### src/rtl/sepd_pkg.sv
`default_nettype none
package sepd_pkg;

  localparam int SEGMENT_POINTS_DEF = 20;

  localparam int COORD_W = 32;
  // sums are sized for the largest group size of 64 points
  localparam int SUM_W   = 38;
  // box bounds: (centre +/- half) times group size
  localparam int BND_W   = 39;
  localparam int GRP_W   = 16;
  localparam int DIST_W  = 63;
  localparam int PROD_W  = 64;

  localparam int QUEUE_DEPTH = 4;

  localparam logic signed [BND_W-1:0]  BOX_HALF   = 39'sd2816000;
  localparam logic        [31:0]       ROOT_LIMIT = 32'd3037000499;
  localparam logic        [DIST_W-1:0] DIST_MAX   = {DIST_W{1'b1}};

  localparam logic signed [COORD_W-1:0] COEF_ONE  = 32'sd65536;
  localparam logic signed [COORD_W-1:0] COEF_ZERO = 32'sd0;

  typedef enum logic [2:0] {
    CFG_COEF_XX  = 3'd0,
    CFG_COEF_XY  = 3'd1,
    CFG_SHIFT_X  = 3'd2,
    CFG_COEF_YX  = 3'd3,
    CFG_COEF_YY  = 3'd4,
    CFG_SHIFT_Y  = 3'd5,
    CFG_CENTER_X = 3'd6,
    CFG_CENTER_Y = 3'd7
  } cfg_idx_t;

  typedef struct packed {
    logic signed [COORD_W-1:0] coef_xx;
    logic signed [COORD_W-1:0] coef_xy;
    logic signed [COORD_W-1:0] shift_x;
    logic signed [COORD_W-1:0] coef_yx;
    logic signed [COORD_W-1:0] coef_yy;
    logic signed [COORD_W-1:0] shift_y;
    logic signed [COORD_W-1:0] center_x_pos;
    logic signed [COORD_W-1:0] center_y_pos;
  } cfg_regs_t;

  // one endpoint of a group, handed from the front to the back
  typedef struct packed {
    logic signed [COORD_W-1:0] x;
    logic signed [COORD_W-1:0] y;
    logic signed [SUM_W-1:0]   sum_x;
    logic signed [SUM_W-1:0]   sum_y;
    logic        [GRP_W-1:0]   grp;
    logic                      is_first;
    logic                      is_last;
  } job_t;

endpackage
`default_nettype wire

### src/rtl/sepd_front.sv
`default_nettype none
module sepd_front #(
  parameter int SEGMENT_POINTS = sepd_pkg::SEGMENT_POINTS_DEF
) (
  input  wire logic                                clk,
  input  wire logic                                rst_n,
  input  wire logic                                in_valid,
  output logic                                     in_ready,
  input  wire logic signed [sepd_pkg::COORD_W-1:0] in_point_x,
  input  wire logic signed [sepd_pkg::COORD_W-1:0] in_point_y,
  input  wire logic                                full,
  output logic                                     push,
  output sepd_pkg::job_t                           job
);
  import sepd_pkg::*;

  localparam int CNT_W = $clog2(SEGMENT_POINTS);
  localparam logic [CNT_W-1:0] CNT_LAST = CNT_W'(SEGMENT_POINTS - 1);

  logic [CNT_W-1:0]        cnt_r, cnt_nxt;
  logic signed [SUM_W-1:0] sum_x_r, sum_x_nxt;
  logic signed [SUM_W-1:0] sum_y_r, sum_y_nxt;
  logic [GRP_W-1:0]        grp_r, grp_nxt;
  logic signed [SUM_W-1:0] xe, ye;
  logic                    accept, at_first, at_last;

  assign in_ready = !full;
  assign accept   = in_valid && in_ready;
  assign at_first = (cnt_r == '0);
  assign at_last  = (cnt_r == CNT_LAST);

  assign xe = {{(SUM_W-COORD_W){in_point_x[COORD_W-1]}}, in_point_x};
  assign ye = {{(SUM_W-COORD_W){in_point_y[COORD_W-1]}}, in_point_y};

  always_comb begin
    cnt_nxt   = cnt_r;
    sum_x_nxt = sum_x_r;
    sum_y_nxt = sum_y_r;
    grp_nxt   = grp_r;
    if (accept) begin
      if (at_last) begin
        cnt_nxt   = '0;
        sum_x_nxt = '0;
        sum_y_nxt = '0;
        grp_nxt   = grp_r + 1'b1;
      end else begin
        cnt_nxt   = cnt_r + 1'b1;
        sum_x_nxt = sum_x_r + xe;
        sum_y_nxt = sum_y_r + ye;
      end
    end
  end

  // only the two endpoints of a group need the transform
  assign push         = accept && (at_first || at_last);
  assign job.x        = in_point_x;
  assign job.y        = in_point_y;
  assign job.sum_x    = sum_x_r + xe;
  assign job.sum_y    = sum_y_r + ye;
  assign job.grp      = grp_r;
  assign job.is_first = at_first;
  assign job.is_last  = at_last;

  always_ff @(posedge clk) begin
    if (!rst_n) begin
      cnt_r   <= '0;
      sum_x_r <= '0;
      sum_y_r <= '0;
      grp_r   <= '0;
    end else begin
      cnt_r   <= cnt_nxt;
      sum_x_r <= sum_x_nxt;
      sum_y_r <= sum_y_nxt;
      grp_r   <= grp_nxt;
    end
  end

endmodule
`default_nettype wire

### config.mk
export PLATFORM = sky130hd
export DESIGN_NAME = sepd_front
export DESIGN_NICKNAME = d
export VERILOG_FILES = /design/src/rtl/sepd_pkg.sv /design/src/rtl/sepd_front.sv
export SDC_FILE = /design/constraint.sdc
export NUM_CORES = 1
export LEC_CHECK = 0
export BUFFER_PORTS_ARGS = -buffer_cell sky130_fd_sc_hd__buf_2
export CAP_MARGIN = 20
export CORE_ASPECT_RATIO = 1.1
export CORE_MARGIN = 2
export CORE_UTILIZATION = 58
export CTS_BUF_LIST = sky130_fd_sc_hd__clkbuf_16
export CTS_CLUSTER_SIZE = 28
export DETAILED_ROUTE_END_ITERATION = 7
export PLACE_DENSITY_LB_ADDON = 0.2
export SETUP_SLACK_MARGIN = 0.4
export SYNTH_ARGS = -nofsm -noshare
export SYNTH_HDL_FRONTEND = slang
export SYNTH_SLANG_ARGS = --single-unit
### constraint.sdc
create_clock -name clk -period 4.71 [get_ports clk]
set_input_delay 0.2355 -clock clk [delete_from_list [all_inputs] [get_ports clk]]
set_output_delay 0.2355 -clock clk [all_outputs]
set_load 0.02 [all_outputs]
# Word level (Yosys, flattened, before mapping)
# Index checks and enable logic that the tools add are counted.
# word_totals
register_bits,97
latch_bits,0
ramBits,0
mem_bits_ro,0
input_bits,68
output_inout_bits,160
wordCells,18
memories,0
# classes
n_addsub,4
multipliers,0
div_mod_pow,0
magnitude_cmp,0
n_eq_ne,1
shifts,0
n_mux,3
bitwise,0
reduce_logical,6
# ops
op,n
adder 38 x 32 -> 38 bit,2
two-way mux 38 bit,2
"adder 16 x 1 -> 16 bit, second input constant",1
"adder 5 x 1 -> 5 bit, second input constant",1
"== test 5 bit, second input constant",1
zero test 5 bit,1
two-way mux 5 bit,1
logical AND 1 bit,2
AND reduction 2 bit,1
zero test 1 bit,1
logical OR 1 bit,1

# Logic depth before layout (Yosys ltp)
# Gate-level depths: netlist (run 1).
# logic_depth
word_depth,3
ltp_mapped,12
ltp_nobuf,12

# Worst setup path after synthesis (run 1)
# Ideal clock, no wire load.
# synth_path
path_kind,reg-to-reg
from,register sum_y_r[0]
to,register sum_y_r[36]
setup_time_ns,0.060
arrival_ns,2.729
t_required_ns,4.650
setup_slack_ns,1.921
stages_incl_launch_ff,13
n_path_buf,0
period_less_slack_ns,2.789
path_cell_list,dfxtp_1 -> ha_1 -> inv_1 -> fa_1 -> nor2b_2 -> o31ai_2 -> a21oi_4 -> a41oi_4 -> a2111oi_2 -> o211ai_1 -> a31oi_1 -> xor2_1 -> a22o_1
# synth_lines
item,line_no,rtl
from (decl),sepd_front.sv:22,"logic signed [SUM_W-1:0] sum_y_r, sum_y_nxt;"
from (signal assigned),sepd_front.sv:73,sum_y_r <= sum_y_nxt;

==> impl_metrics.toml, run 1 <==
[timing]
finalMaxSlewViolations = 0
setup_slack_ns = 1.15
max_clock_freq_mhz = 281
worst_slew_pin_slew_ns = 0.897
fin_crit_ns = 3.56
final-setup-viol-count = 0
hold_violations = 0
maxSlewHeadroom_pct = 40.1
holdWs_ns = 0.353
finalCritPeriodShare_pct = 75.5
rsz0062_at_grt = "false"
setup_tns_ns = 0
fin_skew_ns = 0.00636

[clocking]
clk_pin_slew_ns = 0.08
cts_setup_buffers = 0
clockBufferDepth = 2
cts_root_buf = "clkbuf_16"
ctsHoldBuffers = 0
htreeDepth = 3
cts_tree = "done"
post_cts_resized = 0
clock_latency_ns = 0.35
clock_sinks = 97
cts_buffers = 9

[global_routing]
grt_pass1_wl_um = 32900
grt_max_degree = 62
grt_usage_pct = 25.8
grt_util_met3_pct = 4.27
grt_overflow = 0
grt.met2_usage_pct = 42.0
grt_busiest_layer = "met2"
antenna_found_initial = 0
met1_usage_pct = 35.2
grt_pass1_vias = 6996

[logic_synthesis]
synth-edff-count = 0
synth_area_leaders = "dfxtp_1 23%, ha_1 12%, buf_4 6.0%, xnor2_1 5.9%, a21oi_1 4.5%"
synthXorXnorAreaFrac_pct = 8.62
synth_common_cells = "97 x dfxtp_1, 77 x ha_1, 75 x a21oi_1"
async_reset_ff_share_pct = 0
ys_seq_area_share_pct = 23.3
synth.net_count = 1150
synth-compound-area-share_pct = 28.1
synthMuxAreaShare_pct = 0.616
synth_top_cell_by_area = "dfxtp_1"
post-synth-top-count-cell = "dfxtp_1"
yosys.area_share.simple_pct = 16.8
synth_fa_ha_area_share_pct = 12.1
ys_ff_latch = 97
synthFlopType = "dfxtp_1"
synth.distinct_cells = 79
synth_top_area_share_pct = 23.3
avgSynthCellArea_um2 = 8.30
syn_area_mm2 = 0.00832
synth_top_family_by_area = "compound AO/OA/AOI/OAI gates"
yosysWarnings = 0
syn_inst = 1003

[power]
p_int_mw = 1.70
power.leakage_nw = 4.42
power.switching_mw = 1.15
p_comb_share_pct = 41.9
irDropWorstVdd_mv = 0.174
switching_share_pct = 40.5
clockPowerShare_pct = 26.3
power_density_mw_per_mm2 = 306
p_total_mw = 2.85
seqPwrFrac_pct = 31.8

[route]
drt.antenna.violating_nets = 0
drtIter0Drc = 433
drt_pass1_iterations = 5
wl_um = 20000
viasPerCell = 5.67
via_count = 7530
wire_per_inst_um = 15.1
drc = 0

[die]
die_y_um = 130
dieArea_mm2 = 0.0153
ios = 228
rows = 45
chipWidth_um = 118
core-area_mm2 = 0.0139
start_util_pct = 59.8

[setup_path]
r2r-end = "sum_x_r[30]"
end_kind = "primary output"
crit_buf_inv = 2
cp_data_required_time_ns = 4.47
crit_path_cell_trace = "ha_1, inv_1, fa_1, nor2b_1, o21a_1, o21ai_1, a21oi_1, o21ai_0, o31ai_1, a31oi_1, xnor2_1, buf_2"
critPathMaxFanout = 4
cp.arrival_ns = 3.32
r2r_setup_slack_ns = 1.65
crit_cells = 12
cpMaxStageDelayCell = "a21oi_1"
start_kind = "flop"
crit_path_max_incr_delay_ns = 0.45
path_class = "flop to primary output"
crit_family = "compound AO/OA/AOI/OAI gates"
rr_worst_depth = 12
r2r_start = "sum_x_r[0]"

[placed_design]
place_ws_ns = 1.59
place_congestion = 0.890
post-place-cells = 1312
port-buffer-count = 227
hpwl_um = 15200

[worst_hold_path]
holdPathStages = 4
hold_end = "sum_y_r[0]"
hp-start = "in_point_y[0]"
hold_path.class = "input pin to flop"

[cells_and_area]
n_antenna_cell = 0
final_cells = 1329
drive_gt1_share_pct = 24.6
area_growth_pct = 11.9
final_nets = 1283

[run]
maxCapViolations = 0

[status]
status = "completed"
flip-flops by register name, summed over array words and instances (netlist names):
signal   flops
sum_x_r     38
sum_y_r     38
cnt_r        5
grp_r       16
metrics by stage:
step | cell area (um2) | utilization (%)
floorplan | 8320 | -
global placement | 8980 | 64.6
detailed placement | 8980 | 64.6
CTS | 9280 | 66.7
global route | 9310 | 66.9
finish | 9310 | 66.9
power by group through the flow:
stage	Clock, mW	Combinational, mW	Sequential [mW]
6_report	0.751	1.19	0.907
5_1_grt	0.803	1.31	0.913
4_1_cts	0.770	1.19	0.906
3_5_place_dp	0	1.18	0.925
3_3_place_gp	0	1.18	0.924
2_1_floorplan	0	0.909	0.917
cells by family after synthesis:
family | after synthesis
buf+inv | 141
xor+xnor | 81
compound gates | 328
fa+ha+maj | 79
mux | 5
simple gates | 272
flops | 97
worst min-delay path, stage by stage:
cell	delay, ns
buf_2	0.09
ha_1	0.13
nand3_1	0.06
a21boi_0	0.15
cell usage in the layout (no fill, tap or decap), drive strengths merged, types with 7 or more instances in the layout:
cell type,synthesis,routed
o21a,12,12
buf,79,234
or3,9,9
nand2,69,69
nand3,27,27
o31ai,8,8
inv,29,32
xor2,24,24
nor2b,46,46
nor2,48,48
xnor2,57,57
dfxtp,97,97
a21boi,15,15
o21bai,14,14
nor3,12,12
a22o,36,36
and2,15,15
a21oi,80,80
o21ai,53,53
ha,77,77
and3,9,9
a31oi,14,14
a21o,34,34
nand4,18,18
a22oi,30,30
clkbuf,32,9
o211ai,7,7
area by class of cell:
| type | instances | area, um2 |
|---|---|---|
| Clock buffer | 9 | 225 |
| Clock inverter | 7 | 75.1 |
| Fill cell | 1267 | 4600 |
| Inverter | 29 | 109 |
| Multi-Input combinational cell | 765 | 5520 |
| Sequential cell | 97 | 1940 |
| Tap cell | 188 | 235 |
| Timing Repair Buffer | 234 | 1210 |
how the worst max path moves through the flow:
stage / end / start / slack (ns)
floorplan: sum_y_r[36] / sum_y_r[0] / 1.92
global placement: job[86] / in_point_x[0] / 1.60
detailed placement: job[86] / in_point_x[0] / 1.59
CTS: job[86] / sum_x_r[0] / 1.20
global route: job[92] / sum_x_r[0] / 0.91
finish: job[86] / sum_x_r[0] / 1.15
routing by layer:
layer | vias to the layer above | wire length (um) | share of wire (%)
met1 | 3478 | 9670 | 48
met5 | - | 0 | 0
met3 | 25 | 1060 | 5.3
met4 | 0 | 316 | 1.6
met2 | 196 | 8960 | 45
li1 | 3831 | - | -
No activity file was read; power rests on OpenSTA's default activity.
==> run 2, diff against run 1 <==
- CORE_UTILIZATION: 58 -> 49
- clock period: 4.71 -> 2.9 ns (I/O delays scaled with it)
==> run 2 against run 1 <==
Net effect: the run now ends with negative setup slack left; core utilization increased by 9.3 points; sequential share of layout area decreased by 5.2 points; routed wire length increased by 38%; critical path depth unchanged; setup slack got worse by 1.4 ns; clock power increased by 69%; non-clock buffer count increased by 120; critical path type unchanged; largest cell class unchanged.
==> impl_metrics.toml, run 2 (synthesis results as in run 1) <==
[clocking]
htreeDepth = 3
clock_sinks = 97
clock_latency_ns = 0.37
ctsHoldBuffers = 0
cts_tree = "done"
clockBufferDepth = 2
cts_buffers = 9
clk_pin_slew_ns = 0.08
cts_root_buf = "clkbuf_16"

[die]
start_util_pct = 50.5
chipWidth_um = 128
rows = 49
die_y_um = 141
ios = 228
core-area_mm2 = 0.0165
dieArea_mm2 = 0.0180

[cells_and_area]
final_common_cell = "buf_2"
n_antenna_cell = 0
largestRegisters = "sum_x_r x38, sum_y_r x38, grp_r x16"
utilization_pct = 76.3
fillers = 1081
final_cells = 1465
mostFrequentLayoutCells = "167 x buf_2, 117 x buf_4, 75 x dfxtp_1, 69 x buf_6, 62 x nand2_1"
stdcell_area_mm2 = 0.0126
drive_gt1_share_pct = 50.5
final_nets = 1403
area_growth_pct = 51.2

[power]
p_comb_share_pct = 52.1
irDropWorstVdd_mv = 0.310
p_int_mw = 3.44
power_density_mw_per_mm2 = 460
power.leakage_nw = 5.50
seqPwrFrac_pct = 25.9
switching_share_pct = 40.5
power.switching_mw = 2.35
clockPowerShare_pct = 22.0

[route]
drtIter0Drc = 601
drt_pass1_iterations = 5
viasPerCell = 5.93
wl_um = 27500
via_count = 8689
drt.antenna.violating_nets = 0
drc = 0
wire_per_inst_um = 18.8

[timing]
finalMaxSlewViolations = 0
rsz0062_at_grt = "true"
hold_violations = 0
max_clock_freq_mhz = 322
finalCritPeriodShare_pct = 107
final-setup-viol-count = 17
maxSlewHeadroom_pct = 58.5
worst_slew_pin_slew_ns = 0.621
fin_skew_ns = 0.0145
setup_slack_ns = -0.202
fin_crit_ns = 3.10
setup_tns_ns = -1.58

[placed_design]
place_ws_ns = 0.0958
port-buffer-count = 227
place_area_mm2 = 0.00924
hpwl_um = 16000
place_congestion = 0.903
post-place-cells = 1346

[setup_path]
cpMaxStageDelayCell = "a2111oi_4"
path_class = "flop to primary output"
crit_path_cell_trace = "ha_4, inv_2, fa_2, nor2b_4, o31ai_4, a21oi_4, a41oi_4, a2111oi_4, o211ai_1, a31oi_2, xor2_2, buf_6"
end_kind = "primary output"
critPathMaxFanout = 2
rr_worst_depth = 14
cp.arrival_ns = 2.96
cp_data_required_time_ns = 2.76
crit_path_max_incr_delay_ns = 0.39
start_kind = "flop"

[worst_hold_path]
hold_path.class = "input pin to flop"
holdPathStages = 2

[status]
failed_checks = "negative setup slack"
status = "finished with violations"

[run]
maxCapViolations = 0

[global_routing]
grt_busiest_layer = "met2"
grt.met2_usage_pct = 42.7
grt_pass1_vias = 8006
grt_usage_pct = 26.3
grt_pass1_wl_um = 39000
antenna_found_initial = 0
grt_util_met3_pct = 4.86
met1_usage_pct = 34.6
grt_max_degree = 44
grt_overflow = 0
-- run 2: cell types whose count changed in the layout (fill, tap and decap cells not counted), moves of 31 or more --
cell and delta:
buf_6 +69, ha_1 -44, buf_2 -60, buf_4 +111
ha_4 +37, a21oi_1 -31
-- run 2: area by class of cell --
type                    instances  area, um2  share of cell area, %
multi-input cells             765       7420                   59.0
repair buffers                354       2510                   20.0
flip-flops and latches         97       1970                   15.7
well taps                     204        255                   2.03
clock buffers                   9        225                   1.79
inverters                      29        109                  0.865
clock inverters                 7       91.3                  0.726
-- run 2: path summary, 6_finish.rpt --
| kind | slack [ns] | endpoint | startpoint |
|---|---|---|---|
| worst max-delay path | -0.20 | job[54] | sum_y_r[0] |
| worst min-delay path | 0.16 | sum_y_r[1] | rst_n |
| worst max register to register | 0.09 | sum_y_r[34] | sum_y_r[0] |
| worst min register to register | 0.47 | sum_x_r[35] | sum_x_r[35] |
-- run 2: worst max-delay path, delay by kind of cell (launching register included) --
family / cells / cell delay (ns)
AOI/OAI and AO/OA: 6 / 1.18
adders and majority gates: 2 / 0.49
DFF: 1 / 0.35
xor gates and xnor gates: 1 / 0.21
buffers and inverters: 2 / 0.17
and+or+nand+nor: 1 / 0.16
-- run 2: layer usage --
metal / vias to the layer above / routed length, um
met3: 78 / 1630
met1: 4143 / 11600
met5: - / 0
met4: 0 / 941
met2: 400 / 13300
li1: 4068 / -
-- run 2: per-stage QoR --
stage	hold slack, ns	total power [mW]
after floorplan	0.337	3.00
after global placement	0.444	3.49
after detailed placement	0.452	3.50
after CTS	0.161	5.33
after global routing	0.178	6.07
final	0.165	5.79
-- run 2: timing repair --
action	CTS	global route
endpoints found under the setup margin	80	93
hold endpoints to repair	0	0
gates resized for setup	295	154
setup buffers	59	44
pin swaps	122	94
-- run 2: power groups by stage --
stage / sequential (mW) / combinational (mW) / clock [mW]
floorplan: 1.49 / 1.51 / 0
global placement: 1.50 / 1.99 / 0
detailed placement: 1.50 / 2.00 / 0
CTS: 1.49 / 2.54 / 1.30
global route: 1.51 / 3.19 / 1.36
finish: 1.50 / 3.02 / 1.27
