`config.mk`:
```
export PLATFORM = sky130hd
export DESIGN_NAME = sepd_fifo
export DESIGN_NICKNAME = d
export VERILOG_FILES = /design/src/rtl/sepd_pkg.sv /design/src/rtl/sepd_fifo.sv
export SDC_FILE = /design/constraint.sdc
export NUM_CORES = 1
export LEC_CHECK = 0
export ABC_CLOCK_PERIOD_IN_PS = 5100
export BUFFER_PORTS_ARGS = -buffer_cell sky130_fd_sc_hd__buf_2
export CELL_PAD_IN_SITES_DETAIL_PLACEMENT = 0
export CELL_PAD_IN_SITES_GLOBAL_PLACEMENT = 1
export CORE_UTILIZATION = 45
export DETAILED_ROUTE_END_ITERATION = 8
export GPL_TIMING_DRIVEN = 0
export PLACE_DENSITY_LB_ADDON = 0.1
export SETUP_SLACK_MARGIN = 0.02
export SLEW_MARGIN = 25
export SYNTH_ARGS = -nofsm -noshare
export SYNTH_HDL_FRONTEND = slang
export SYNTH_SLANG_ARGS = --single-unit
```
`constraint.sdc`:
```
create_clock -name clk -period 5.1 [get_ports clk]
set_input_delay 0.51 -clock clk [delete_from_list [all_inputs] [get_ports clk]]
set_output_delay 0.51 -clock clk [all_outputs]
set_load 0.02 [all_outputs]
```
`src/rtl/sepd_pkg.sv`:
```
`default_nettype none
package sepd_pkg;

  localparam int SEGMENT_POINTS_DEF = 20;

  localparam int COORD_W = 32;
  // sums are sized for the largest group size of 64 points
  localparam int SUM_W   = 38;
  // box bounds: (centre +/- half) times group size
  localparam int BND_W   = 39;
  localparam int GRP_W   = 16;
  localparam int DIST_W  = 63;
  localparam int PROD_W  = 64;

  localparam int QUEUE_DEPTH = 4;

  localparam logic signed [BND_W-1:0]  BOX_HALF   = 39'sd2816000;
  localparam logic        [31:0]       ROOT_LIMIT = 32'd3037000499;
  localparam logic        [DIST_W-1:0] DIST_MAX   = {DIST_W{1'b1}};

  localparam logic signed [COORD_W-1:0] COEF_ONE  = 32'sd65536;
  localparam logic signed [COORD_W-1:0] COEF_ZERO = 32'sd0;

  typedef enum logic [2:0] {
    CFG_COEF_XX  = 3'd0,
    CFG_COEF_XY  = 3'd1,
    CFG_SHIFT_X  = 3'd2,
    CFG_COEF_YX  = 3'd3,
    CFG_COEF_YY  = 3'd4,
    CFG_SHIFT_Y  = 3'd5,
    CFG_CENTER_X = 3'd6,
    CFG_CENTER_Y = 3'd7
  } cfg_idx_t;

  typedef struct packed {
    logic signed [COORD_W-1:0] coef_xx;
    logic signed [COORD_W-1:0] coef_xy;
    logic signed [COORD_W-1:0] shift_x;
    logic signed [COORD_W-1:0] coef_yx;
    logic signed [COORD_W-1:0] coef_yy;
    logic signed [COORD_W-1:0] shift_y;
    logic signed [COORD_W-1:0] center_x_pos;
    logic signed [COORD_W-1:0] center_y_pos;
  } cfg_regs_t;

  // one endpoint of a group, handed from the front to the back
  typedef struct packed {
    logic signed [COORD_W-1:0] x;
    logic signed [COORD_W-1:0] y;
    logic signed [SUM_W-1:0]   sum_x;
    logic signed [SUM_W-1:0]   sum_y;
    logic        [GRP_W-1:0]   grp;
    logic                      is_first;
    logic                      is_last;
  } job_t;

endpackage
`default_nettype wire

```
`src/rtl/sepd_fifo.sv`:
```
`default_nettype none
module sepd_fifo (
  input  wire logic           clk,
  input  wire logic           rst_n,
  input  wire logic           push,
  input  wire sepd_pkg::job_t push_job,
  output logic                full,
  input  wire logic           pop,
  output sepd_pkg::job_t      pop_job,
  output logic                empty
);
  import sepd_pkg::*;

  localparam int PTR_W = $clog2(QUEUE_DEPTH);

  job_t             mem_r [QUEUE_DEPTH];
  logic [PTR_W-1:0] wr_ptr_r, rd_ptr_r;
  logic [PTR_W:0]   count_r;
  logic             do_push, do_pop;

  assign full    = (count_r == (PTR_W+1)'(QUEUE_DEPTH));
  assign empty   = (count_r == '0);
  assign do_push = push && !full;
  assign do_pop  = pop && !empty;
  assign pop_job = mem_r[rd_ptr_r];

  always_ff @(posedge clk) begin
    if (do_push) begin
      mem_r[wr_ptr_r] <= push_job;
    end
  end

  always_ff @(posedge clk) begin
    if (!rst_n) begin
      wr_ptr_r <= '0;
      rd_ptr_r <= '0;
      count_r  <= '0;
    end else begin
      if (do_push) begin
        wr_ptr_r <= (wr_ptr_r == PTR_W'(QUEUE_DEPTH-1)) ? '0 : wr_ptr_r + 1'b1;
      end
      if (do_pop) begin
        rd_ptr_r <= (rd_ptr_r == PTR_W'(QUEUE_DEPTH-1)) ? '0 : rd_ptr_r + 1'b1;
      end
      unique case ({do_push, do_pop})
        2'b10:   count_r <= count_r + 1'b1;
        2'b01:   count_r <= count_r - 1'b1;
        default: count_r <= count_r;
      endcase
    end
  end

endmodule
`default_nettype wire

```
# ---- Yosys cells after proc, flatten, opt, wreduce, memory -nomap -nowiden
# Memory sizes are Yosys's and may differ from the RTL's. A register that Yosys moved wholly into a read port is not among the register bits.
# Cells that the tools add are included.
# W data, S select, Z words.
dict set report classes {
  n_addsub 4
  eq_ne 5
  mux 7
  n_reduce_logical 6
}
# op count
set op_table {}
lappend op_table {{$mux W2} 4}
lappend op_table {{$eq A2 B2 Y1 const B} 3}
lappend op_table {{$pmux W3 S2} 1}
lappend op_table {{$add A2 B1 Y2 const B} 2}
lappend op_table {{$add A3 B1 Y3 const B} 1}
lappend op_table {{$eq A3 B3 Y1 const B} 1}
lappend op_table {{$logic_not A3 Y1} 1}
lappend op_table {{$sub A3 B1 Y3 const B} 1}
lappend op_table {{$eq A2 B1 Y1 const B} 1}
lappend op_table {{$logic_and A1 B1 Y1} 2}
lappend op_table {{$logic_not A1 Y1} 2}
lappend op_table {{$mux W1} 2}
lappend op_table {{$reduce_bool A2 Y1} 1}
dict set report word_totals {
  regBits 7
  ram_bits 632
  inputBits 162
  out_inout_bits 160
  elab_cells 26
  memories 1
}
# name depth width rd rd_ports_with_merged_regs wr line_no
set memory_table {}
lappend memory_table {mem_r 4 158 1 1 1 sepd_fifo.sv:16} ;# job_t mem_r [QUEUE_DEPTH];

# ---- Depth between registers and ports, before layout
# Gate-level depths: netlist of the first run.
dict set report depth {
  depth_word 5
  depth_mapped 10
  mapped_depth_nobuf 9
}

# ---- Least setup slack after synthesis of the first run
# OpenSTA, ideal clock, no wires.
dict set report synth_path {
  path_type {register -> register}
  from {register count_r[2]}
  to {memory mem_r[1][0] (netlist name), enable pin}
  setup_time_ps 537
  arrival_ps 4532
  t_required_ps 4563
  path_slack_ps 31
  stages_incl_launch_ff 5
  n_path_buf 1
  synth_period_minus_slack_ps 5069
  cell_sequence {dfxtp_1 > nor3b_1 > nor2b_1 > clkbuf_1 > and2_1}
}
dict set report synth_via {
  elab_chain_len 5
}
# element line_no
set synth_lines {}
lappend synth_lines {{from (decl)} sepd_fifo.sv:18} ;# logic [PTR_W:0] count_r;
lappend synth_lines {{from (signal assigned)} sepd_fifo.sv:46} ;# 2'b10: count_r <= count_r + 1'b1;
lappend synth_lines {{from (signal assigned)} sepd_fifo.sv:47} ;# 2'b01: count_r <= count_r - 1'b1;
lappend synth_lines {{from (signal assigned)} sepd_fifo.sv:48} ;# default: count_r <= count_r;
lappend synth_lines {{$eq A3 B3 Y1} sepd_fifo.sv:21} ;# assign full = (count_r == (PTR_W+1)'(QUEUE_DEPTH));
lappend synth_lines {{via full} sepd_fifo.sv:7} ;# output logic full,
lappend synth_lines {{$logic_not A1 Y1} sepd_fifo.sv:23} ;# assign do_push = push && !full;
lappend synth_lines {{$logic_and A1 B1 Y1} sepd_fifo.sv:23}
lappend synth_lines {{$mux W1} sepd_fifo.sv:28} ;# if (do_push) begin
lappend synth_lines {{$mux W1 (implied by the code)} sepd_fifo.sv:29} ;# mem_r[wr_ptr_r] <= push_job;
lappend synth_lines {{to (decl)} sepd_fifo.sv:16}
# The timed path passes the listed nets, and every way through them passes these cells.

==> results of run 1 <==
power by group through the flow:
stage	Clock [W]	Sequential (W)	Combinational, W
3_5_place_dp	0	0.00658	0.00379
3_3_place_gp	0	0.00674	0.00368
5_1_grt	0.00500	0.00651	0.00395
4_1_cts	0.00481	0.00647	0.00380
6_report	0.00467	0.00646	0.00368
2_1_floorplan	0	0.00664	0.00249
path summary, 6_finish.rpt:
check	from	end	slack [ns]	cells after the start
min reg2reg	wr_ptr_r[1]	wr_ptr_r[1]	0.50	2
max reg2reg	count_r[1]	mem_r[3][120]	2.44	7
max	flop	pop_job[107]	2.16	5
min	push_job[73]	mem_r[2][73]	0.14	1
routing by layer:
metal | GRT usage | vias to the layer above | part of all wire | routed length (um)
met2 | 0.286 | 292 | 0.50 | 22800
li1 | - | 4640 | - | -
met4 | 0.0544 | 6 | 0.016 | 726
met5 | 0 | - | 0.00091 | 42
met3 | 0.0599 | 57 | 0.078 | 3590
met1 | 0.230 | 5555 | 0.41 | 18900
layout make-up:
| cell class | instances | area [um2] | share of cell area |
|---|---|---|---|
| Multi-Input combinational cell | 196 | 3840 | 0.136 |
| Clock inverter | 31 | 270 | 0.00954 |
| Inverter | 7 | 26.3 | 0.000928 |
| Tap cell | 680 | 851 | 0.0300 |
| Clock buffer | 86 | 1830 | 0.0647 |
| Sequential cell | 641 | 19200 | 0.676 |
| Timing Repair Buffer | 338 | 2000 | 0.0706 |
| Antenna cell | 5 | 12.5 | 0.000442 |
| Buffer | 38 | 329 | 0.0116 |
cells by family (layout without fill, tap and decap cells):
group                      after synthesis  in the layout  share of synthesized area
adders and majority gates                7              7                    0.00407
AOI/OAI and AO/OA                        6              6                    0.00150
muxes                                  160            160                      0.153
and+or+nand+nor                         21             21                    0.00456
DFF                                    641            641                      0.821
xor gates and xnor gates                 2              2                   0.000750
buffers and inverters                   45            500                     0.0152
other                                    0              5                          0
registers in the layout, indices dropped and copies added, names as in the netlist, named ones only:
signal / cells
mem_r: 632
count_r: 3
rd_ptr_r: 2
wr_ptr_r: 2
cells in the final DEF, fill, tap and decap left out, drive strengths merged:
cell    netlist  routed
ha            6       6
or3           1       1
nor2          2       2
and2          6       6
xor2          1       1
buf          35     373
nor3          1       1
inv           7       8
xnor2         1       1
mux4        158     158
nand3         2       2
fa            1       1
a21boi        1       1
clkinv        0      25
o21ai         4       4
nor2b         1       1
nor3b         1       1
dfxtp         9       9
nand2         7       7
edfxtp      632     632
bufinv        0       5
o31ai         1       1
clkbuf        3      89
diode         0       5
mux2i         2       2
metrics by stage:
stage | hold slack [ns] | cells | instance area (um2)
5_1_grt | 0.106 | 2017 | 28300
3_3_place_gp | 0.490 | 1883 | 25800
2_1_floorplan | 0.468 | 882 | 23300
3_5_place_dp | 0.500 | 1900 | 26200
6_report | 0.142 | 2022 | 28300
4_1_cts | 0.0937 | 2017 | 28300
==> summary.txt, run 1 <==
drt total wl - 46.1 mm
Crit path largest cell delay - 0.41 ns
Tot Pwr - 0.0148 W
RePlAce Congestion - 0.696
Syn. warnings - 0
vias post-DR - 10550
max-slew violation count - 0
Congestion Overflow GR - 0
minimum clock period - 2.94 ns
Leak Pwr - 9.52 nW
Comb pwr share - 0.249
Post-synth top flop - edfxtp_1
Hold Violations, Final - 0
row count - 83
die height - 230 um
CP Cell Sequence - clkbuf_1 -> buf_2 -> buf_2 -> mux4_2 -> buf_2
worst hold path type - in2reg
hpwl dp - 29.4 mm
FFs w/ async S/R, synth - 0
Layout area overhead - 21.3%
Seq/Total Area, Yosys - 0.821
Crit Path Max Fanout - 10
setup violators final - 0
clock transition at the registers of the reported paths - 0.06 ns
die area - 52800 um2
fillcell total - 3948
largest net degree at the start of global routing - 42
Clock power frac - 0.315
WL/cell - 22.8 um
top-area cell type share of the netlist area - 0.813
Rel. slew slack - 0.603
clock sinks - 641
PwrDens - 523 nW/um2
post-synthesis cell type count - 25
worst-margin pin slew - 0.590 ns
Pre-antenna DRT Iters - 4
f_max - 340 MHz
Root Driver - clkbuf_16
delay-heaviest family, CP - buffers and inverters
Buf/Inv on CP - 4
Post-synth EDFFs - 632
CP arrival - 2.43 ns
largest area contributor in the netlist - edfxtp_1
max-cap violations - 0
worst skew pair latency - 0.57 ns
CTS Buf Count - 67
required time of the critical path - 4.59 ns
number of port buffers - 321
final core occ - 0.552
die span in x - 230 um
Net Count, Synth - 1051
status - finished, final reports clean
ratio of cells with drive above 1 in the final layout - 0.466
mean area per synthesized cell - 26.5 um2
Core Region - 51300 um2
Resize count post-CTS - 0
I/O pin count - 322
top-count cell post-synth - edfxtp_1
initial antenna violation count - 7
vias per cell - 5.22
most common library cells after synthesis - edfxtp_1, mux4_2, buf_2
Flop pwr share - 0.436
DRC violations left - 0
Sw Ratio - 0.278
Gate Count Post-Synth - 882
pre-CTS setup slack - 2.26 ns
nets@finish - 1458
vias in the first global route - 10932
CTS Buffer Depth - 3
Post-DRT Antenna Nets - 0
CP Class - reg2out
GRT Total Usage - 0.178
global-route wire length before repair - 68.6 mm
Sw Pwr - 0.00411 W
Worst setup EP type - output port
Setup TNS - 0 ns
top cells by area, synth - edfxtp_1, mux4_2, dfxtp_1
CTS tree - yes
most used cell, CP - buf_2
Int Power - 0.0107 W
Tcrit/Tclk final - 0.577
Post-CTS Repair Setup Buffers - 0
Critical-path top delay cell - buf_2
CTS Hold Bufs - 0
VDD IR max - 0.401 mV
post-route clock skew - 0.0130 ns
DRT iter0 DRCs - 559
area of the mapped netlist - 23300 um2
slack of the critical path - 2.16 ns
Startpoint Class - flop
H-tree Lvls - 3
RSZ-0062 raised after global routing - no
Initial Util - 0.455
register bit total from synthesis - 641
Note: power is estimated with default switching activity, not from simulation.
==> run 2: changes to the inputs <==
--- a/config.mk
+++ b/config.mk
@@ -5,7 +5,7 @@
 export SDC_FILE = /design/constraint.sdc
 export NUM_CORES = 1
 export LEC_CHECK = 0
-export ABC_CLOCK_PERIOD_IN_PS = 5100
+export ABC_CLOCK_PERIOD_IN_PS = 2700
 export BUFFER_PORTS_ARGS = -buffer_cell sky130_fd_sc_hd__buf_2
 export CELL_PAD_IN_SITES_DETAIL_PLACEMENT = 0
 export CELL_PAD_IN_SITES_GLOBAL_PLACEMENT = 1
==> constraint.sdc (replaced) <==
create_clock -name clk -period 2.7 [get_ports clk]
set_input_delay 0.27 -clock clk [delete_from_list [all_inputs] [get_ports clk]]
set_output_delay 0.27 -clock clk [all_outputs]
set_load 0.02 [all_outputs]
==> run 2 against run 1 <==
Against the previous run:
- critical endpoint is now pop_job[36]
- worst setup slack got worse by 2.0 ns
- clock skew rose by 0.0014 ns
- cell area rose by 5.5%
- sequential share of layout area fell by 3.5 points
==> summary.txt, run 2 (synthesis gave the netlist of run 1 again) <==
vias post-DR - 11095 (+5.2%)
Largest regs - mem_r: 632 flops, count_r: 3 flops
vias in the first global route - 12047 (+10%)
die height - 230 um (unchanged)
CP Cell Sequence - buf_4 -> buf_2 -> mux4_2 -> buf_2
required time of the critical path - 2.43 ns (-2.16 ns)
commonest non-fill, non-tap cell in the layout - edfxtp_1
most frequent cells in the layout - edfxtp_1, buf_2, dlygate4sd3_1
Tot Pwr - 0.0280 W (+89%)
Startpoint Class - flop
CTS Buffer Depth - 3 (unchanged)
dpl cell area - 26200 um2 (about the same)
CTS tree - yes
PwrDens - 937 nW/um2 (+79%)
delay-heaviest family, CP - buffers and inverters
CP arrival - 2.29 ns (-0.14 ns)
Congestion Overflow GR - 0 (unchanged)
worst hold path type - in2reg
Post-DRT Antenna Nets - 0 (unchanged)
I/O pin count - 322 (unchanged)
ratio of cells with drive above 1 in the final layout - 0.412 (-0.0537)
RSZ-0062 raised after global routing - yes
Hold Violations, Final - 0 (unchanged)
final core occ - 0.582 (+0.0302)
worst-margin pin slew - 0.601 ns (+0.0107 ns)
Crit Path Max Fanout - 10 (unchanged)
Rel. slew slack - 0.596 (-0.00720)
Crit path largest cell delay - 0.50 ns (+0.09 ns)
max-slew violation count - 0 (unchanged)
clock sinks - 641 (unchanged)
f_max - 391 MHz
max reg flops - 632 (unchanged)
final std cells w/o fill - 2177 (+7.7%)
setup violators final - 0 (unchanged)
CP Class - reg2out
vias per cell - 5.10 (-2.3%)
Core Region - 51300 um2 (unchanged)
initial antenna violation count - 3 (-4)
pre-CTS setup slack - -0.178 ns (-2.43 ns)
H-tree Lvls - 3 (unchanged)
number of port buffers - 321 (unchanged)
Root Driver - clkbuf_16
DRT iter0 DRCs - 504 (-9.8%)
minimum clock period - 2.56 ns
Initial Util - 0.455 (unchanged)
worst skew pair latency - 0.59 ns (+0.02 ns)
status - finished, final reports clean
global-route wire length before repair - 72.1 mm (+5.0%)
die span in x - 230 um (unchanged)
slack of the critical path - 0.143 ns (-2.02 ns)
Buf/Inv on CP - 3 (-1)
VDD IR max - 0.562 mV (+40%)
DP Cell Count - 1899 (-0.053%)
post-route clock skew - 0.0144 ns (+0.00142 ns)
Layout area overhead - 28.0%
CTS Buf Count - 67 (unchanged)
most used cell, CP - buf_2
Worst setup EP type - output port
Biggest register - mem_r
RePlAce Congestion - 0.699 (+0.43%)
largest net degree at the start of global routing - 43 (+2.4%)
Tcrit/Tclk final - 0.947
Leak Pwr - 10.2 nW (+6.7%)
max-cap violations - 0 (unchanged)
nets@finish - 1617 (+11%)
clock transition at the registers of the reported paths - 0.06 ns (about the same)
DRC violations left - 0 (unchanged)
hpwl dp - 29.3 mm (-0.34%)
WL/cell - 21.7 um (-5.0%)
drt total wl - 47.1 mm (+2.3%)
fin area - 29900 um2 (+5.5%)
Pre-antenna DRT Iters - 4 (unchanged)
Critical-path top delay cell - dfxtp_1
die area - 52800 um2 (unchanged)
row count - 83 (unchanged)
GRT Total Usage - 0.183 (+0.00533)
## run 2: cell types whose count changed in the layout (fill, tap and decap cells not counted), sizes merged
cell	before	now
dlygate4sd3	0	159
clkbuf	89	95
clkinv	25	20
bufinv	5	2
diode	5	3
and2	6	7
inv	8	7
## run 2: final timing paths
path | from | endpoint | slack [ns] | cells after the start
max | flop | pop_job[36] | 0.14 | 4
min | pop | rd_ptr_r[0] | 0.14 | 3
max reg2reg | count_r[0] | mem_r[1][69] | 0.20 | 6
min reg2reg | wr_ptr_r[1] | wr_ptr_r[1] | 0.51 | 2
## run 2: area by class of cell
type	instances	area [um2]
plain buffers	37	330
clock buffers	93	1910
fillers	3832	21400
repair buffers	497	3590
multi-input cells	197	3850
clock inverters	22	139
diodes	3	7.51
well taps	680	851
flip-flops and latches	641	19200
inverters	7	26.3
## run 2: worst register-to-register path: cells and delay by family, from the launching register on
family        cells  cell delay (ns)
simple gates      3             0.77
buf+inv           3             0.92
flops             1             0.42
## run 2: timing repair
item / CTS / global route
hold buffers: 159 / 0
pin swaps: 1 / 1
setup endpoints to repair: 148 / 36
cloned: 1 / 0
buffers inserted: 1 / 0
hold endpoints to repair: 634 / 0
gates resized for setup: 2 / 1
## run 2: metal layers
metal  wire length, um  GRT usage  vias up
li1                  -          -     4957
met4               925     0.0590        0
met2             23500      0.297      251
met3              3050     0.0539       60
met5                 0          0        -
met1             19700      0.238     5827
## run 2: report_power, final
group / switching (W) / internal (W) / leakage [nW]
Clock: 0.00349 / 0.00510 / 0.996
Combinational: 0.00408 / 0.00310 / 3.29
Sequential: 0.000205 / 0.0120 / 5.87
## run 2: metrics by stage
step                setup TNS [ns]  hold slack [ns]
finish                           0            0.135
global route                     0            0.161
CTS                              0           0.0886
detailed placement           -4.87            0.487
global placement          -1520.09            0.482
floorplan                  -383.62            0.369
