===== src/rtl/sepd_pkg.sv =====
`default_nettype none
package sepd_pkg;

  localparam int SEGMENT_POINTS_DEF = 20;

  localparam int COORD_W = 32;
  // sums are sized for the largest group size of 64 points
  localparam int SUM_W   = 38;
  // box bounds: (centre +/- half) times group size
  localparam int BND_W   = 39;
  localparam int GRP_W   = 16;
  localparam int DIST_W  = 63;
  localparam int PROD_W  = 64;

  localparam int QUEUE_DEPTH = 4;

  localparam logic signed [BND_W-1:0]  BOX_HALF   = 39'sd2816000;
  localparam logic        [31:0]       ROOT_LIMIT = 32'd3037000499;
  localparam logic        [DIST_W-1:0] DIST_MAX   = {DIST_W{1'b1}};

  localparam logic signed [COORD_W-1:0] COEF_ONE  = 32'sd65536;
  localparam logic signed [COORD_W-1:0] COEF_ZERO = 32'sd0;

  typedef enum logic [2:0] {
    CFG_COEF_XX  = 3'd0,
    CFG_COEF_XY  = 3'd1,
    CFG_SHIFT_X  = 3'd2,
    CFG_COEF_YX  = 3'd3,
    CFG_COEF_YY  = 3'd4,
    CFG_SHIFT_Y  = 3'd5,
    CFG_CENTER_X = 3'd6,
    CFG_CENTER_Y = 3'd7
  } cfg_idx_t;

  typedef struct packed {
    logic signed [COORD_W-1:0] coef_xx;
    logic signed [COORD_W-1:0] coef_xy;
    logic signed [COORD_W-1:0] shift_x;
    logic signed [COORD_W-1:0] coef_yx;
    logic signed [COORD_W-1:0] coef_yy;
    logic signed [COORD_W-1:0] shift_y;
    logic signed [COORD_W-1:0] center_x_pos;
    logic signed [COORD_W-1:0] center_y_pos;
  } cfg_regs_t;

  // one endpoint of a group, handed from the front to the back
  typedef struct packed {
    logic signed [COORD_W-1:0] x;
    logic signed [COORD_W-1:0] y;
    logic signed [SUM_W-1:0]   sum_x;
    logic signed [SUM_W-1:0]   sum_y;
    logic        [GRP_W-1:0]   grp;
    logic                      is_first;
    logic                      is_last;
  } job_t;

endpackage
`default_nettype wire


===== src/rtl/sepd_back.sv =====
`default_nettype none
module sepd_back #(
  parameter int SEGMENT_POINTS = sepd_pkg::SEGMENT_POINTS_DEF
) (
  input  wire logic                               clk,
  input  wire logic                               rst_n,
  input  wire sepd_pkg::cfg_regs_t                cfg,
  input  wire logic                               empty,
  input  wire sepd_pkg::job_t                     job_in,
  output logic                                    pop,
  output logic                                    out_valid,
  input  wire logic                               out_ready,
  output logic [sepd_pkg::GRP_W-1:0]              out_segment_number,
  output logic [sepd_pkg::DIST_W-1:0]             out_min_dist_sq,
  output logic                                    out_inside_res
);
  import sepd_pkg::*;

  typedef enum logic [2:0] {
    ST_MXX,   // xx*x
    ST_MXY,   // xy*y
    ST_MYX,   // yx*x, row 0 reduced
    ST_MYY,   // yy*y
    ST_SQ0,   // row 0 squared, row 1 reduced
    ST_SQ1,   // row 1 squared
    ST_SUM,   // sum of squares with saturation
    ST_DONE   // keep first distance or deliver the word
  } step_t;

  localparam logic signed [BND_W-1:0] N_MUL = BND_W'(SEGMENT_POINTS);

  step_t                     step_r;
  logic                      busy_r;
  job_t                      job_r;
  logic signed [PROD_W-1:0]  pa_r, prod_r;
  logic [31:0]               m0_r, m1_r;
  logic                      s0_r, s1_r;
  logic [DIST_W-1:0]         sq0_r, d_r, first_r;
  logic signed [BND_W-1:0]   lo_x_r, hi_x_r, lo_y_r, hi_y_r;
  logic                      inside_r;
  logic                      out_valid_r;
  logic [GRP_W-1:0]          out_grp_r;
  logic [DIST_W-1:0]         out_dist_r;
  logic                      out_inside_r;

  logic signed [32:0]        op_a, op_b;
  logic signed [65:0]        mul;
  logic signed [COORD_W-1:0] tr;
  logic signed [65:0]        row_sum;
  logic [49:0]               row_q, row_mag;
  logic                      row_sat;
  logic [PROD_W-1:0]         sq_sum;
  logic [DIST_W-1:0]         d_nxt, best;
  logic signed [BND_W-1:0]   cxe, cye, sxe, sye;
  logic                      out_free;
  logic                      deliver;

  assign pop = !busy_r && !empty;

  // one shared 33x33 signed multiplier
  always_comb begin
    unique case (step_r)
      ST_MXX:  begin op_a = {cfg.coef_xx[31], cfg.coef_xx}; op_b = {job_r.x[31], job_r.x}; end
      ST_MXY:  begin op_a = {cfg.coef_xy[31], cfg.coef_xy}; op_b = {job_r.y[31], job_r.y}; end
      ST_MYX:  begin op_a = {cfg.coef_yx[31], cfg.coef_yx}; op_b = {job_r.x[31], job_r.x}; end
      ST_MYY:  begin op_a = {cfg.coef_yy[31], cfg.coef_yy}; op_b = {job_r.y[31], job_r.y}; end
      ST_SQ0:  begin op_a = {1'b0, m0_r}; op_b = {1'b0, m0_r}; end
      ST_SQ1:  begin op_a = {1'b0, m1_r}; op_b = {1'b0, m1_r}; end
      default: begin op_a = '0; op_b = '0; end
    endcase
  end

  assign mul = op_a * op_b;

  // row reduction: round half up from q.24 down to q.8
  assign tr      = (step_r == ST_MYX) ? cfg.shift_x : cfg.shift_y;
  assign row_sum = {{2{pa_r[PROD_W-1]}}, pa_r} + {{2{prod_r[PROD_W-1]}}, prod_r}
                 + {{18{tr[COORD_W-1]}}, tr, 16'h0000} + 66'sd32768;
  assign row_q   = row_sum[65:16];
  assign row_mag = row_q[49] ? (~row_q + 50'd1) : row_q;
  assign row_sat = (row_mag > {18'd0, ROOT_LIMIT});

  assign sq_sum = {1'b0, sq0_r} + {1'b0, prod_r[DIST_W-1:0]};
  assign d_nxt  = (s0_r || s1_r || sq_sum[PROD_W-1]) ? DIST_MAX : sq_sum[DIST_W-1:0];
  assign best   = (d_r < first_r) ? d_r : first_r;

  assign cxe = {{(BND_W-COORD_W){cfg.center_x_pos[COORD_W-1]}}, cfg.center_x_pos};
  assign cye = {{(BND_W-COORD_W){cfg.center_y_pos[COORD_W-1]}}, cfg.center_y_pos};
  assign sxe = {{(BND_W-SUM_W){job_r.sum_x[SUM_W-1]}}, job_r.sum_x};
  assign sye = {{(BND_W-SUM_W){job_r.sum_y[SUM_W-1]}}, job_r.sum_y};

  assign out_free = !out_valid_r || out_ready;
  assign deliver  = busy_r && (step_r == ST_DONE) && job_r.is_last && out_free;

  always_ff @(posedge clk) begin
    if (!rst_n) begin
      busy_r      <= 1'b0;
      step_r      <= ST_MXX;
      out_valid_r <= 1'b0;
      first_r     <= '0;
    end else begin
      if (out_valid_r && out_ready && !deliver) begin
        out_valid_r <= 1'b0;
      end
      if (!busy_r) begin
        step_r <= ST_MXX;
        if (pop) begin
          job_r  <= job_in;
          busy_r <= 1'b1;
        end
      end else begin
        unique case (step_r)
          ST_MXX: begin
            lo_x_r <= (cxe - BOX_HALF) * N_MUL;
            hi_x_r <= (cxe + BOX_HALF) * N_MUL;
            lo_y_r <= (cye - BOX_HALF) * N_MUL;
            hi_y_r <= (cye + BOX_HALF) * N_MUL;
            step_r <= ST_MXY;
          end
          ST_MXY: begin
            pa_r     <= prod_r;
            inside_r <= (sxe > lo_x_r) && (sxe < hi_x_r) && (sye > lo_y_r) && (sye < hi_y_r);
            step_r   <= ST_MYX;
          end
          ST_MYX: begin
            m0_r   <= row_mag[31:0];
            s0_r   <= row_sat;
            step_r <= ST_MYY;
          end
          ST_MYY: begin
            pa_r   <= prod_r;
            step_r <= ST_SQ0;
          end
          ST_SQ0: begin
            m1_r   <= row_mag[31:0];
            s1_r   <= row_sat;
            step_r <= ST_SQ1;
          end
          ST_SQ1: begin
            sq0_r  <= prod_r[DIST_W-1:0];
            step_r <= ST_SUM;
          end
          ST_SUM: begin
            d_r    <= d_nxt;
            step_r <= ST_DONE;
          end
          ST_DONE: begin
            if (job_r.is_last) begin
              if (out_free) begin
                out_valid_r  <= 1'b1;
                out_grp_r    <= job_r.grp;
                out_dist_r   <= best;
                out_inside_r <= inside_r;
                busy_r       <= 1'b0;
                step_r       <= ST_MXX;
              end
            end else begin
              first_r <= d_r;
              busy_r  <= 1'b0;
              step_r  <= ST_MXX;
            end
          end
          default: step_r <= ST_MXX;
        endcase
      end
      prod_r <= mul[PROD_W-1:0];
    end
  end

  assign out_valid          = out_valid_r;
  assign out_segment_number = out_grp_r;
  assign out_min_dist_sq    = out_dist_r;
  assign out_inside_res     = out_inside_r;

  a_idle_step: assert property (@(posedge clk) disable iff (!rst_n)
    !busy_r |=> (step_r == ST_MXX) || busy_r)
    else $error("sequencer left mid-step while idle");

  a_hold_done: assert property (@(posedge clk) disable iff (!rst_n)
    busy_r && (step_r == ST_DONE) && job_r.is_last && out_valid_r && !out_ready
    |=> busy_r && (step_r == ST_DONE))
    else $error("last endpoint dropped while output stalled");

  a_deliver: assert property (@(posedge clk) disable iff (!rst_n)
    busy_r && (step_r == ST_DONE) && job_r.is_last && out_free
    |=> out_valid_r && !busy_r)
    else $error("finished group not delivered");

  a_no_pop_busy: assert property (@(posedge clk) disable iff (!rst_n)
    busy_r |-> !pop)
    else $error("queue popped while sequencer busy");

  a_one_end: assert property (@(posedge clk) disable iff (!rst_n)
    busy_r |-> (job_r.is_first != job_r.is_last))
    else $error("job is not a single endpoint of its group");

endmodule
`default_nettype wire


===== config.mk =====
export PLATFORM = sky130hd
export DESIGN_NAME = sepd_back
export DESIGN_NICKNAME = d
export VERILOG_FILES = /design/src/rtl/sepd_pkg.sv /design/src/rtl/sepd_back.sv
export SDC_FILE = /design/constraint.sdc
export NUM_CORES = 2
export LEC_CHECK = 0
export BUFFER_PORTS_ARGS = -buffer_cell sky130_fd_sc_hd__buf_2
export CORE_ASPECT_RATIO = 1.25
export CORE_MARGIN = 2
export CORE_UTILIZATION = 47
export CTS_CLUSTER_SIZE = 30
export DETAILED_ROUTE_END_ITERATION = 8
export PLACE_DENSITY = 0.62
export SKIP_LAST_GASP = 1
export SLEW_MARGIN = 20
export SYNTH_ARGS = -nofsm -noshare
export SYNTH_HDL_FRONTEND = slang
export SYNTH_SLANG_ARGS = --single-unit

===== constraint.sdc =====
create_clock -name clk -period 12.5 [get_ports clk]
set_input_delay 0.625 -clock clk [delete_from_list [all_inputs] [get_ports clk]]
set_output_delay 0.625 -clock clk [all_outputs]
set_load 0.01 [all_outputs]

[Word-level counts from Yosys, hierarchy flattened]
Cells that the tools add are included.
Storage, ports and cells
  flip-flop bits (word level): 774
  bits of input ports: 418
  output and inout port bits: 82
  logic and storage cells: 105
Operators by class
  add/subtract/negate cells: 9
  multiply operators: 5
  $lt $le $gt $ge: 6
  equality and inequality tests: 8
  multiplexer cells: 18
  bitwise logic cells: 3
  reductions and logical operators: 30
Operators by type and width (number)
  33-bit one-hot mux with 6 select lines: 1
  33-bit by 4-bit multiplier with 37-bit output (second input constant): 4
  33-bit one-hot mux with 4 select lines: 1
  38-bit by 39-bit greater-than comparator with 1-bit output: 2
  38-bit by 39-bit less-than comparator with 1-bit output: 2
  32-bit by 23-bit adder with 33-bit output (second input constant): 2
  65-bit by 48-bit adder with 66-bit output: 1
  66-bit by 16-bit adder with 66-bit output (second input constant): 1
  32-bit by 23-bit subtractor with 33-bit output (second input constant): 2
  64-bit by 64-bit adder with 65-bit output: 1
  63-bit by 63-bit adder with 64-bit output: 1
  33-bit by 33-bit multiplier with 64-bit output: 1
  63-bit less-than comparator: 1
  63-bit two-way mux: 1
  50-bit by 1-bit adder with 50-bit output (second input constant): 1
  50-bit by 32-bit greater-than comparator with 1-bit output (second input constant): 1
  50-bit two-way mux: 1
  50-bit NOT: 1
  32-bit two-way mux: 1
  3-bit AND reduction: 9
  3-bit one-hot mux with 8 select lines: 1
  3-bit equality test (second input constant): 4
  1-bit two-way mux: 10
  1-bit logical AND: 9
  other kinds (11): 20

[Longest topological paths before layout]
  word-level depth: 11
  gate-level depth with buffers: 42
  mapped depth without buffers: 38

[Worst setup path before layout]
OpenSTA, ideal clock, no wires.
  path kind: register to register
  from: register step_r[0]
  to: register prod_r[60], data pin
  library setup time: 0.258 ns
  data arrival time: 9.909 ns
  required time: 12.242 ns
  setup slack: 2.333 ns
  stages on the path, launching flop included: 40
  path buffers: 4
  clock period less this slack: 10.167 ns
  cell sequence: dfxtp_1 buf_1 nand2_1 nor2_1 clkbuf_1 clkbuf_1 a22oi_1 nand3_1 clkbuf_1 nand2_1 fa_1 inv_1 fa_1 inv_1 fa_1 inv_1 fa_1 ha_1 [4 not listed] fa_1 ha_1 or3_1 o221a_2 a311oi_1 a21oi_1 o21ai_0 o2111ai_1 a221oi_1 o31a_1 o221a_2 o21ai_0 a41o_1 nor4_1 o31ai_1 a21o_1 a21oi_1 xnor2_1
On the way
  cells in the longest elaborated chain, start to end: 4
  elaborated cells on any way between the ends: 11
  those cells by class: 1 x mul; 5 x eq/ne; 2 x mux; 3 x reduce/logical
Ends and longest elaborated chain
  start, declared: line sepd_back.sv:32  | step_t step_r;
  start signal, assigned: line sepd_back.sv:98  | step_r <= ST_MXX;
  start signal, assigned: line sepd_back.sv:106  | step_r <= ST_MXX;
  start signal, assigned: line sepd_back.sv:118  | step_r <= ST_MXY;
  3-bit by 2-bit equality test with 1-bit output, or another cell as far along: line sepd_back.sv:62  | unique case (step_r)
  2-bit OR reduction (no line)
  33-bit one-hot mux with 4 select lines: line sepd_back.sv:62
  33-bit by 33-bit multiplier with 64-bit output *: line sepd_back.sv:73  | assign mul = op_a * op_b;
  named net mul[60]: line sepd_back.sv:47  | logic signed [65:0] mul;
  end signal, assigned: line sepd_back.sv:166  | prod_r <= mul[PROD_W-1:0];
  end, declared: line sepd_back.sv:35  | logic signed [PROD_W-1:0] pa_r, prod_r;
Mark *: on every way through the listed nets, which the timed path passes. The rest lies on a longest branch.
A chain may end at the register's enable or synchronous reset.

[Worst setup path in the final report]
  from: register step_r[1]
  to: register prod_r[60], data pin
The elaborated chain is that of the path after synthesis.

==> results.json <==
{
  "fin_setup_tns_ns": 0,
  "grt_pass1_vias": 65700,
  "cp_common_cell": "fa_1",
  "port_buffers": 498,
  "dr_wl_met3_um": 22700,
  "syn_inst": 8483,
  "routed_wl_um": 250000,
  "synth_edf_count": 682,
  "slowest_delay_ns": 0.79,
  "chipWidth_um": 384,
  "multi_input_area_um2": 56500,
  "synthTopCellsByArea": "fa_1, edfxtp_1, ha_1",
  "clk_pin_slew_ns": 0.06,
  "relSlewSlack_pct": 17.0,
  "timing.final.crit_share_pct": 92.3,
  "crit_path_max_fanout": 32,
  "end_kind": "flop",
  "synth_top_flop_cell": "edfxtp_1",
  "fillCellCount": 16200,
  "nets": 11300,
  "dr.pass1.iters": 6,
  "cp_data_required_time_ns": 12.99,
  "wire_per_inst_um": 21.9,
  "drv_slew": 0,
  "synth-async-reset-ratio_pct": 0,
  "ys_ff_latch": 750,
  "worstSetupPathType": "flop to flop",
  "seqCellArea_um2": 21800,
  "clkSinkCount": 750,
  "hold_buffers": 5,
  "status": "finished, final reports clean",
  "postCtsSetupBuffers": 0,
  "tightest_slew_ns": 1.25,
  "htreeDepth": 3,
  "dp_hpwl_um": 205000,
  "start_util_pct": 47.2,
  "antenna_found_initial": 23,
  "core_region_area_um2": 179000,
  "hold_viol_final": 0,
  "gp_congestion": 1.02,
  "met2_length_um": 115000,
  "grt-ovfl-total": 0,
  "grt_max_degree": 81,
  "max_cap_viol_count": 0,
  "cts_made_buffers": 83,
  "cp.arrival_ns": 12.02,
  "fin_cells": 11400,
  "worst_hold_slack_ns": 0.0634,
  "syn_to_final_growth_pct": 10.5,
  "ys_types": 104,
  "ys_warn_count": 0,
  "die_y_um": 478,
  "clock_path_buffers": 3,
  "viasPerCell": 5.56,
  "yosysSeqAreaShare_pct": 25.8,
  "synth_nets": 10800,
  "netlist.area_leader.share_pct": 27.8,
  "io-pin-count": 500,
  "post-route-util_pct": 52.1,
  "core.rowCount": 174,
  "final.min_clock_period_ns": 11.54,
  "rsz0062_at_grt": "no",
  "critical-path-slowest-cell": "a22oi_1",
  "dieArea_um2": 184000,
  "top_layer": "met5",
  "hp-class": "input pin to flop",
  "vias": 63300,
  "dpl.cell_count": 11200,
  "grt_usage_pct": 27.3,
  "drt-initial-drc-count": 4572,
  "clock.fmax_mhz": 86.7,
  "insertion_delay_ns": 0.74,
  "cts_tree": "yes",
  "yosysTopAreaCell": "fa_1",
  "setup_viol": 0,
  "skew_ns": 0.0489,
  "drive_above_1_share_pct": 11.1,
  "ant_nets": 0,
  "wl_met1_um": 97000,
  "syn_area_per_cell_um2": 9.98,
  "drc": 0,
  "start_kind": "flop",
  "grt_pass1_wl_um": 381000,
  "cts_root_buf": "clkbuf_16",
  "cts_resized": 0,
  "syn_area_um2": 84600
}
[logic make-up after synthesis]
family / count (synthesis) / synth area share, %
simple gates: 2352 / 12.3
fa+ha+maj: 1937 / 39.1
buf+inv: 1736 / 7.71
compound gates: 1210 / 9.59
flops: 750 / 25.8
xor+xnor: 360 / 3.76
mux: 138 / 1.77
[flip-flops by register name, indices dropped and copies added, names as in the netlist, 3 cells and up]
| name | count |
|---|---|
| pa_r | 64 |
| m0_r | 32 |
| out_min_dist_sq | 63 |
| job_r | 157 |
| sq0_r | 63 |
| lo_x_r | 25 |
| step_r | 3 |
| m1_r | 32 |
| prod_r | 64 |
| out_segment_number | 16 |
| hi_y_r | 37 |
| d_r | 63 |
| hi_x_r | 37 |
| lo_y_r | 25 |
| first_r | 63 |
[per-stage QoR]
step	area, µm²	setup WS [ns]
finish	93500	0.962
global route	93500	0.477
CTS	93500	1.07
detailed placement	90400	1.07
global placement	90400	1.15
floorplan	84600	2.33
[layout make-up]
cell class | count | share of cell area (%)
Clock buffer | 106 | 2.48
Inverter | 1430 | 5.74
Sequential cell | 750 | 23.4
Antenna cell | 15 | 0.0401
Clock inverter | 48 | 0.709
Timing Repair Buffer | 674 | 4.12
Multi-Input combinational cell | 5997 | 60.4
Tap cell | 2376 | 3.18
[final timing paths]
kind / from / endpoint / slack (ns) / depth (start not counted)
setup / recovery: step_r[1] / prod_r[60] / 0.96 / 37
hold / removal: job_in[120] / job_r[120] / 0.06 / 1
setup reg to reg: step_r[1] / prod_r[60] / 0.96 / 37
hold reg to reg: job_r[15] / out_segment_number[13] / 0.42 / 0
[layout by cell type (no fill, tap or decap), drive strengths merged, types with 79 or more instances in the layout]
| cell type | synthesis | routed |
|---|---|---|
| inv | 1429 | 1439 |
| fa | 1176 | 1176 |
| nand2 | 957 | 957 |
| ha | 761 | 761 |
| nor2 | 728 | 728 |
| edfxtp | 682 | 682 |
| buf | 24 | 669 |
| a21oi | 285 | 285 |
| xnor2 | 266 | 266 |
| o21ai | 228 | 228 |
| nand3 | 135 | 135 |
| a21o | 123 | 123 |
| clkbuf | 282 | 106 |
| o21a | 98 | 98 |
| mux2 | 96 | 96 |
| a22oi | 95 | 95 |
| xor2 | 94 | 94 |
| nor3 | 91 | 91 |
| a21boi | 80 | 80 |
| nand2b | 79 | 79 |
[critical path, delay by kind of cell, from the launching register on]
kind,cells,cell delay [ns]
XOR/XNOR,1,0.08
AO/OA/AOI/OAI,15,3.97
adder cells (fa/ha/maj),9,4.43
AND/OR/NAND/NOR,5,1.52
buffers and inverters,7,0.71
flip-flops,1,0.57
[cells in the mapped netlist (all sizes together) (10+ instances only)]
| master | instances |
|---|---|
| nand3b | 10 |
| o21ai | 228 |
| a21boi | 80 |
| buf | 24 |
| a22oi | 95 |
| or2 | 24 |
| o31ai | 15 |
| mux2i | 42 |
| and3 | 66 |
| o41ai | 10 |
| a21o | 123 |
| mux2 | 96 |
| nand2b | 79 |
| xor2 | 94 |
| o21a | 98 |
| fa | 1176 |
| nor2b | 74 |
| o21bai | 40 |
| a2111oi | 10 |
| nor3 | 91 |
| o2111ai | 16 |
| nor4 | 23 |
| a31oi | 29 |
| clkbuf | 282 |
| a41oi | 18 |
| a211o | 16 |
| and2 | 36 |
| nor3b | 11 |
| dfxtp | 68 |
| o31a | 10 |
| edfxtp | 682 |
| a21oi | 285 |
| xnor2 | 266 |
| a211oi | 36 |
| inv | 1429 |
| nand4 | 62 |
| or3 | 23 |
| o211ai | 26 |
| nand3 | 135 |
| ha | 761 |
| nor2 | 728 |
| nand2 | 957 |
[routing by layer]
layer | track usage, % | vias to the layer above
met5 | 0 | -
met4 | 14.0 | 16
met3 | 6.37 | 646
met2 | 44.4 | 2545
met1 | 33.9 | 31400
li1 | - | 28700
Power is left out: the tool's default activity adds up to more than one toggle a clock period on the data nets, which glitch-free logic cannot reach.
